--- src/hw/rtl/sc1dec_pkg.sv ---
`default_nettype none

package sc1dec_pkg;

  typedef enum logic [3:0] {
    PH_IDLE = 4'd0,
    PH_EXT  = 4'd1,
    PH_PS1  = 4'd2,
    PH_PS2  = 4'd3,
    PH_BR1  = 4'd4,
    PH_BR2  = 4'd5,
    PH_P1   = 4'd6,
    PH_P2   = 4'd7,
    PH_P3   = 4'd8,
    PH_P4   = 4'd9,
    PH_P5   = 4'd10
  } phase_t;

  localparam logic [2:0] KIND_PLAIN  = 3'd0;
  localparam logic [2:0] KIND_EXT    = 3'd1;
  localparam logic [2:0] KIND_PRTSCR = 3'd2;
  localparam logic [2:0] KIND_BREAK  = 3'd3;
  localparam logic [2:0] KIND_PAUSE  = 3'd4;

  localparam logic [7:0] BYTE_ACK    = 8'hfa;
  localparam logic [7:0] BYTE_RESEND = 8'hfe;
  localparam logic [7:0] BYTE_E0     = 8'he0;
  localparam logic [7:0] BYTE_E1     = 8'he1;
  localparam logic [7:0] BYTE_PS_A   = 8'h2a;
  localparam logic [7:0] BYTE_PS_B   = 8'h37;
  localparam logic [7:0] BYTE_BR_A   = 8'h46;
  localparam logic [7:0] BYTE_BR_B   = 8'hc6;
  localparam logic [7:0] BYTE_PA_A   = 8'h1d;
  localparam logic [7:0] BYTE_PA_B   = 8'h45;
  localparam logic [7:0] BYTE_PA_C   = 8'h9d;
  localparam logic [7:0] BYTE_PA_D   = 8'hc5;

  typedef struct packed {
    logic       emit;
    logic [2:0] kind;
    logic [6:0] code;
    logic       released;
    logic       known;
  } key_result_t;

  function automatic logic plain_known(input logic [6:0] c);
    plain_known = ((c >= 7'h01) && (c <= 7'h53)) || (c == 7'h57) || (c == 7'h58);
  endfunction

  function automatic logic ext_known(input logic [6:0] c);
    case (c)
      7'h1c, 7'h1d, 7'h35, 7'h37, 7'h38,
      7'h47, 7'h48, 7'h49, 7'h4b, 7'h4d,
      7'h4f, 7'h50, 7'h51, 7'h52, 7'h53: ext_known = 1'b1;
      default:                           ext_known = 1'b0;
    endcase
  endfunction

endpackage

`default_nettype wire

--- src/hw/rtl/scancode_set1_decoder.sv ---
// an accepted scan byte goes to the input register, then its key event to the result
// register; one scan byte per cycle unless key_stall holds a pending key event; the
// phase and result registers both update as the byte leaves the input register
// reset: rst (synchronous) returns the phase to idle and empties both registers
`default_nettype none

module scancode_set1_decoder (
  input  wire logic       clk,
  input  wire logic       rst,
  input  wire logic       scan_valid,
  output logic            scan_stall,
  input  wire logic [7:0] scan_byte,
  output logic            key_valid,
  input  wire logic       key_stall,
  output logic [2:0]      key_kind,
  output logic [6:0]      key_code,
  output logic            released,
  output logic            known
);

  logic                    byte_valid;
  logic [7:0]              byte_q;
  logic                    advance;
  sc1dec_pkg::phase_t      phase;
  sc1dec_pkg::phase_t      phase_next;
  sc1dec_pkg::key_result_t result;

  assign advance    = byte_valid && (!key_valid || !key_stall);
  assign scan_stall = byte_valid && !advance;

  always_ff @(posedge clk) begin
    if (rst) begin
      byte_valid <= 1'b0;
    end else if (!scan_stall) begin
      byte_valid <= scan_valid;
    end
  end

  always_ff @(posedge clk) begin
    if (scan_valid && !scan_stall) begin
      byte_q <= scan_byte;
    end
  end

  sc1dec_step u_step (
    .scan_byte  (byte_q),
    .phase      (phase),
    .phase_next (phase_next),
    .result     (result)
  );

  always_ff @(posedge clk) begin
    if (rst) begin
      phase <= sc1dec_pkg::PH_IDLE;
    end else if (advance) begin
      phase <= phase_next;
    end
  end

  always_ff @(posedge clk) begin
    if (rst) begin
      key_valid <= 1'b0;
    end else if (advance) begin
      key_valid <= result.emit;
    end else if (!key_stall) begin
      key_valid <= 1'b0;
    end
  end

  always_ff @(posedge clk) begin
    if (advance && result.emit) begin
      key_kind <= result.kind;
      key_code <= result.code;
      released <= result.released;
      known    <= result.known;
    end
  end

endmodule

`default_nettype wire

--- src/hw/rtl/sc1dec_step.sv ---
`default_nettype none

module sc1dec_step (
  input  wire logic [7:0]              scan_byte,
  input  wire sc1dec_pkg::phase_t      phase,
  output sc1dec_pkg::phase_t           phase_next,
  output sc1dec_pkg::key_result_t      result
);

  sc1dec_pkg::key_result_t key_res;
  sc1dec_pkg::key_result_t special_res;

  always_comb begin
    key_res.emit     = 1'b1;
    key_res.code     = scan_byte[6:0];
    key_res.released = scan_byte[7];
    if (phase == sc1dec_pkg::PH_EXT) begin
      key_res.kind  = sc1dec_pkg::KIND_EXT;
      key_res.known = sc1dec_pkg::ext_known(scan_byte[6:0]);
    end else begin
      key_res.kind  = sc1dec_pkg::KIND_PLAIN;
      key_res.known = sc1dec_pkg::plain_known(scan_byte[6:0]);
    end
  end

  always_comb begin
    special_res.emit     = 1'b1;
    special_res.code     = 7'd0;
    special_res.released = 1'b0;
    special_res.known    = 1'b1;
    unique case (phase)
      sc1dec_pkg::PH_PS2: special_res.kind = sc1dec_pkg::KIND_PRTSCR;
      sc1dec_pkg::PH_BR2: special_res.kind = sc1dec_pkg::KIND_BREAK;
      default:            special_res.kind = sc1dec_pkg::KIND_PAUSE;
    endcase
  end

  // next phase
  always_comb begin
    phase_next = sc1dec_pkg::PH_IDLE;
    unique case (phase)
      sc1dec_pkg::PH_EXT: begin
        if (scan_byte == sc1dec_pkg::BYTE_PS_A) phase_next = sc1dec_pkg::PH_PS1;
        else if (scan_byte == sc1dec_pkg::BYTE_BR_A) phase_next = sc1dec_pkg::PH_BR1;
        else if (scan_byte == sc1dec_pkg::BYTE_E1) phase_next = sc1dec_pkg::PH_P1;
      end
      sc1dec_pkg::PH_PS1: begin
        if (scan_byte == sc1dec_pkg::BYTE_E0) phase_next = sc1dec_pkg::PH_PS2;
      end
      sc1dec_pkg::PH_BR1: begin
        if (scan_byte == sc1dec_pkg::BYTE_E0) phase_next = sc1dec_pkg::PH_BR2;
      end
      sc1dec_pkg::PH_P1: begin
        if (scan_byte == sc1dec_pkg::BYTE_PA_A) phase_next = sc1dec_pkg::PH_P2;
      end
      sc1dec_pkg::PH_P2: begin
        if (scan_byte == sc1dec_pkg::BYTE_PA_B) phase_next = sc1dec_pkg::PH_P3;
      end
      sc1dec_pkg::PH_P3: begin
        if (scan_byte == sc1dec_pkg::BYTE_E1) phase_next = sc1dec_pkg::PH_P4;
      end
      sc1dec_pkg::PH_P4: begin
        if (scan_byte == sc1dec_pkg::BYTE_PA_C) phase_next = sc1dec_pkg::PH_P5;
      end
      sc1dec_pkg::PH_PS2, sc1dec_pkg::PH_BR2, sc1dec_pkg::PH_P5: begin
        phase_next = sc1dec_pkg::PH_IDLE;
      end
      default: begin
        if (scan_byte == sc1dec_pkg::BYTE_E0) phase_next = sc1dec_pkg::PH_EXT;
        else if (scan_byte == sc1dec_pkg::BYTE_E1) phase_next = sc1dec_pkg::PH_P1;
      end
    endcase
  end

  // result
  always_comb begin
    result      = key_res;
    result.emit = 1'b0;
    unique case (phase)
      sc1dec_pkg::PH_EXT: begin
        result.emit = (scan_byte != sc1dec_pkg::BYTE_PS_A) &&
                      (scan_byte != sc1dec_pkg::BYTE_BR_A) &&
                      (scan_byte != sc1dec_pkg::BYTE_E1);
      end
      sc1dec_pkg::PH_PS2: begin
        result      = special_res;
        result.emit = (scan_byte == sc1dec_pkg::BYTE_PS_B);
      end
      sc1dec_pkg::PH_BR2: begin
        result      = special_res;
        result.emit = (scan_byte == sc1dec_pkg::BYTE_BR_B);
      end
      sc1dec_pkg::PH_P5: begin
        result      = special_res;
        result.emit = (scan_byte == sc1dec_pkg::BYTE_PA_D);
      end
      sc1dec_pkg::PH_PS1, sc1dec_pkg::PH_BR1, sc1dec_pkg::PH_P1,
      sc1dec_pkg::PH_P2, sc1dec_pkg::PH_P3, sc1dec_pkg::PH_P4: begin
        result.emit = 1'b0;
      end
      default: begin
        result.emit = (scan_byte != sc1dec_pkg::BYTE_ACK) &&
                      (scan_byte != sc1dec_pkg::BYTE_RESEND) &&
                      (scan_byte != sc1dec_pkg::BYTE_E0) &&
                      (scan_byte != sc1dec_pkg::BYTE_E1);
      end
    endcase
  end

endmodule

`default_nettype wire

--- config.mk ---
export PLATFORM = sky130hd
export DESIGN_NAME = scancode_set1_decoder
export DESIGN_NICKNAME = d
export VERILOG_FILES = /design/src/hw/rtl/sc1dec_pkg.sv /design/src/hw/rtl/scancode_set1_decoder.sv /design/src/hw/rtl/sc1dec_step.sv
export SDC_FILE = /design/constraint.sdc
export NUM_CORES = 1
export LEC_CHECK = 0
export BUFFER_PORTS_ARGS = -buffer_cell sky130_fd_sc_hd__buf_2
export CAP_MARGIN = 0
export CORE_UTILIZATION = 50
export CTS_CLUSTER_DIAMETER = 60
export DETAILED_ROUTE_END_ITERATION = 6
export PLACE_DENSITY = 0.72
export SYNTH_ARGS = -nofsm -noshare
export SYNTH_HDL_FRONTEND = slang
export SYNTH_SLANG_ARGS = --single-unit
--- constraint.sdc ---
create_clock -name clk -period 3.5 [get_ports clk]
set_input_delay 0.175 -clock clk [delete_from_list [all_inputs] [get_ports clk]]
set_output_delay 0.175 -clock clk [all_outputs]
set_load 0.1 [all_outputs]
After elaboration in Yosys (flattened, before gate mapping)
Cells that the tools add are included.
- order comparisons: 2
- eq/ne operators: 44
- multiplexer cells: 19
- reductions and logical operators: 20
- operator list (operator ; number):
    7-bit equality test, second input constant ; 12
    8-bit equality test, second input constant ; 5
    8-bit inequality test, second input constant ; 4
    4-bit one-hot mux with 8 select lines ; 1
    7-bit by 6-bit equality test with 1-bit output, second input constant ; 3
    4-bit two-way mux ; 5
    4-bit by 3-bit equality test with 1-bit output, second input constant ; 4
    8-bit by 6-bit equality test with 1-bit output, second input constant ; 2
    8-bit by 7-bit equality test with 1-bit output, second input constant ; 2
    15-bit OR reduction ; 1
    7-bit by 5-bit equality test with 1-bit output, second input constant ; 2
    4-bit equality test, second input constant ; 3
    12-bit two-way mux ; 1
    3-bit two-way mux ; 4
    1-bit logical AND ; 10
    4-bit by 2-bit equality test with 1-bit output, second input constant ; 2
    8-bit by 5-bit equality test with 1-bit output, second input constant ; 1
    8-bit by 6-bit inequality test with 1-bit output, second input constant ; 1
    8-bit by 7-bit inequality test with 1-bit output, second input constant ; 1
    7-bit by 1-bit greater-or-equal comparator with 1-bit output, second input constant ; 1
    7-bit <= comparator, second input constant ; 1
    3-bit one-hot mux with 2 select lines ; 1
    6-bit OR reduction ; 1
    1-bit two-way mux ; 5
    other kinds (7) ; 12
- flip-flop bits (word level): 26
- bits of input ports: 12
- output and inout bits: 14
- logic and storage cells: 93

Depth between registers and ports, before layout
- word-level depth: 7
- gate-level depth with buffers: 6
- gate-level depth less buffers: 5

By module
From an unflattened synthesis, not the netlist that was laid out.
- cells, all modules: 163
- area total of the unflattened synthesis: 1606.5 um^2
- by module, submodules not included (module ; times used ; cells each ; area an instance (um^2) ; sequential area each (um^2)):
    scancode_set1_decoder ; 1 ; 49 ; 872.1 ; 720.7
    sc1dec_step ; 1 ; 114 ; 734.5 ; 0.0

Least setup slack after synthesis
No wires, ideal clock.
- kind: register -> register
- start point: reg key_valid
- end point: reg byte_q[0], enable pin
- library setup time: 0.337 ns
- data arrival time: 2.231 ns
- required time: 3.163 ns
- path slack: 0.932 ns
- cell stages (with the launch flop): 3
- path buffers: 0
- period minus slack after synthesis: 2.568 ns
- cell sequence: dfxtp_1 > and3_1 > nor2b_1
- word-level cells in the longest chain between the ends: 7
- RTL lines (element ; RTL line ; text):
    from (decl) ; scancode_set1_decoder.sv:13 ; output logic key_valid,
    from (signal assigned) ; scancode_set1_decoder.sv:64 ; key_valid <= result.emit;
    1-bit zero test ; scancode_set1_decoder.sv:28 ; assign advance = byte_valid && (!key_valid || !key_stall);
    1-bit logical OR ; scancode_set1_decoder.sv:28 ;
    1-bit logical AND ; scancode_set1_decoder.sv:28 ;
    1-bit zero test ; scancode_set1_decoder.sv:29 ; assign scan_stall = byte_valid && !advance;
    1-bit logical AND ; scancode_set1_decoder.sv:29 ;
    via scan_stall ; scancode_set1_decoder.sv:11 ; output logic scan_stall,
    1-bit zero test ; scancode_set1_decoder.sv:40 ; if (scan_valid && !scan_stall) begin
    1-bit logical AND ; scancode_set1_decoder.sv:40 ;
    to (signal assigned) ; scancode_set1_decoder.sv:41 ; byte_q <= scan_byte;
    to (decl) ; scancode_set1_decoder.sv:22 ; logic [7:0] byte_q;
The timed path passes the listed nets, and every way through them passes these cells.
A chain may end at the register's enable or synchronous reset.

Worst setup path after layout
- start point: reg phase[0]
- end point: reg key_code[5], enable pin
- word-level cells in the longest chain between the ends: 4
- RTL lines (element ; RTL line ; text):
    from (decl) ; scancode_set1_decoder.sv:24 ; sc1dec_pkg::phase_t phase;
    from (signal assigned) ; scancode_set1_decoder.sv:54 ; phase <= sc1dec_pkg::PH_IDLE;
    from (signal assigned) ; scancode_set1_decoder.sv:56 ; phase <= phase_next;
    4-bit by 2-bit equality test with 1-bit output, or another cell as far along ; sc1dec_step.sv:79 ; unique case (phase)
    6-bit OR reduction ; sc1dec_step.sv:79 ;
    1-bit one-hot mux with 5 select lines (*) ; sc1dec_step.sv:79 ;
    1-bit logical AND (*) ; scancode_set1_decoder.sv:71 ; if (advance && result.emit) begin
    to (signal assigned) ; scancode_set1_decoder.sv:73 ; key_code <= result.code;
    to (decl) ; scancode_set1_decoder.sv:16 ; output logic [6:0] key_code,
Mark *: on every way between the ends. The rest lies on a longest branch, timed or not.

==> metrics.txt <==
placer congestion estimate 0.924; vias per std cell 6.24; Clock Root Buffer clkbuf_4; largest cells by area after synthesis edfxtp_1 (39%), dfxtp_1 (7.8%), nor2_1 (4.6%); DRC 2; maxcap violations 0; Worst EP required 3.48 ns; Setup TNS Final 0 ns; post-synthesis sequential area ratio 46.5%; die area 3320 µm²; total gr overflow 0; CP max stage cell dfxtp_1; largest net degree at the start of global routing 18; crit end category flop; PD cells 408 nW/µm²; hold_sp scan_byte[7]; Fill cells 254; Yosys top cell by area edfxtp_1; drt first-iter violations 85; Yosys warnings 0; EDFF count, synth 20; f_max 0.393 GHz; # nets final 203; r2r setup slk ~0.96 ns; WHS Endpoint byte_q[7]$_DFFE_PP_; wire length per cell 14.9 µm; # resized after CTS 0; CTS tree done; Inserted Clock Buffers 3; predominant post-synthesis flop cell edfxtp_1; Reg2Reg Depth 5; RSZ-0062 raised after global routing false; Avg Cell Area, Syn 9.33 µm²; synthesis-to-layout area growth 14.2%; worst hold path depth 1; number of I/O port buffers 25; Cell Rows 19; Worst Skew 0.00755 ns; Skew-Pair Late Insertion Delay 0.33 ns; Rel. slew slack 59.1%; Antenna Violating Nets Remaining 0; CP max stage delay 0.61 ns; Async S/R FF share, synth 0%; share of layout cells above drive strength 1 16.3%; dpl cell area 1660 µm²; fin util 62.0%; All-Layer GR Usage 21.0%; Final Hold Viols 0; #FFs+latches synth 26; R2R Path End key_code[5]$_SDFFCE_PN0P_; Setup violations, final 0; unique cell type count in the Yosys netlist 42; CTS H-tree depth 1; Cells after Synth approximately 170; initial antenna violation count 0; drt total wl approximately 3300 µm; sinks on the clock net 26; Synth top area share 38.8%; Crit path arrival time approximately 2.5 ns; Final period util 72.7%; final hold slack 0.00769 ns; post-detail-place hpwl 2220 µm; crit start category flop; CTS clock-pin slew for the worst setup and hold paths about 0.15 ns; maximum VDD drop 0.239 mV; Total Power 0.000722 W; post-route cell area ~1800 µm²; Lkg Pwr 0.595 nW; detailed-route via count 1378; die height between 50 and 60 µm; hold crit path type input pin to flop; Post-Syn Area 1550 µm²; Die Wd around 58 µm; first-pass GRT wire length 5410 µm; first-pass iteration count of the detailed router 6; Ant. Diodes 0; RR Startpoint phase[0]$_SDFFE_PP0P_; vias in the first global route about 1.2k; WS Path Type flop to flop; Tmin final approximately 2.5 ns; initial core utilization 54.3%; I/O Pins 26; Clock Path Buffers 2; status finished, violations left; Worst Path Max Fanout 14; core area 2850 µm²; Slew @ Worst Pin 0.612 ns; violated checks design-rule violations; cell breakdown of the critical path nand2b_1 > nor3_1 > o41ai_1 > or4_1 > nand2_1; Synthesized Nets approximately 180; max-slew violations 0
==> where the power goes <==
group	switching, W	internal [W]
combinational	0.0000980	0.0000389
clock	0.0000924	0.000116
sequential	0.0000254	0.000352
==> flip-flops by register name (all words and copies together), names as in the netlist <==
signal      cells
byte_valid      1
key_kind        3
key_code        7
byte_q          8
key_valid       1
phase           4
released        1
known           1
==> cell families after synthesis <==
family,count (synthesis),share of synthesized area (%)
AOI/OAI and AO/OA,36,15.0
buffers and inverters,12,3.88
DFF,26,46.5
and+or+nand+nor,92,34.6
==> critical path: cells and delay by family, from the launching register on <==
| family | cells | cell delay [ns] |
|---|---|---|
| and+or+nand+nor | 4 | 1.46 |
| DFF | 1 | 0.61 |
| AOI/OAI and AO/OA | 1 | 0.12 |
==> how the worst max path moves through the flow <==
| stage | depth (start not counted) | endpoint | from | slack [ns] |
|---|---|---|---|---|
| 2_1_floorplan | 2 | byte_q[0]$_DFFE_PP_ | key_valid$_SDFFE_PP0P_ | 0.93 |
| 3_3_place_gp | 5 | key_code[2]$_SDFFCE_PN0P_ | phase[0]$_SDFFE_PP0P_ | 1.11 |
| 3_5_place_dp | 5 | key_kind[0]$_DFFE_PP_ | phase[0]$_SDFFE_PP0P_ | 1.01 |
| 4_1_cts | 5 | key_code[0]$_SDFFCE_PN0P_ | phase[0]$_SDFFE_PP0P_ | 0.98 |
| 5_1_grt | 5 | key_kind[1]$_SDFFCE_PP0P_ | phase[0]$_SDFFE_PP0P_ | 0.84 |
| 6_report | 5 | key_code[5]$_SDFFCE_PN0P_ | phase[0]$_SDFFE_PP0P_ | 0.96 |
==> cell usage after synthesis (2+ instances only) <==
cell	instances
a211oi_1	2
a21boi_0	3
a21oi_1	8
a31oi_1	3
and2_1	9
buf_2	5
clkbuf_1	3
dfxtp_1	6
edfxtp_1	20
nand2_1	12
nand2b_1	8
nand3_1	4
nand4b_1	2
nor2_1	19
nor2b_1	5
nor3_1	7
nor3b_1	5
nor4_1	6
nor4b_1	2
o2111ai_1	2
o21ai_0	9
o31ai_1	2
or3_1	4
or4bb_1	2
==> placed cells by master, fill, tap and decap left out, drive strengths merged, types with 2 or more instances in the layout <==
cell / count
a21boi: 3
nor2b: 5
nor4: 6
o21ai: 9
dfxtp: 6
a211oi: 2
nor2: 19
a21oi: 8
o2111ai: 2
nand2b: 8
or4b: 2
edfxtp: 20
nand4b: 2
a31oi: 3
nand2: 12
nor4b: 3
and2: 9
clkbuf: 3
or3: 4
nand3: 4
nor3b: 5
nor3: 7
dlygate4sd3: 6
buf: 25
or4bb: 2
o31ai: 2
==> through the flow <==
stage / worst slack [ns] / cells
after floorplan: 0.932 / 166
after global placement: 1.11 / 211
after detailed placement: 1.01 / 211
after CTS: 0.979 / 215
after global routing: 0.840 / 221
final: 0.956 / 221
==> final cells by class <==
cell class,count,area (µm²),area share [%]
tap,31,38.8,2.19
inverter,1,3.75,0.212
clock inverter,1,30.0,1.70
timing repair buffer,31,185,10.5
sequential,26,721,40.7
multi-input combinational,128,768,43.4
clock buffer,3,22.5,1.27
==> per-layer routing <==
layer | vias to the layer above | global-route usage [%] | wire length, µm
li1 | 676 | - | -
met1 | 626 | 28.6 | 1490
met2 | 65 | 32.6 | 1520
met3 | 11 | 2.68 | 170
met4 | 0 | 11.9 | 108
met5 | - | 0 | 0
==> what timing repair did <==
item	CTS	global route
hold buffers	0	6
buffers inserted	0	0
hold endpoints to repair	0	6
Power figures use the tool's default switching activity.
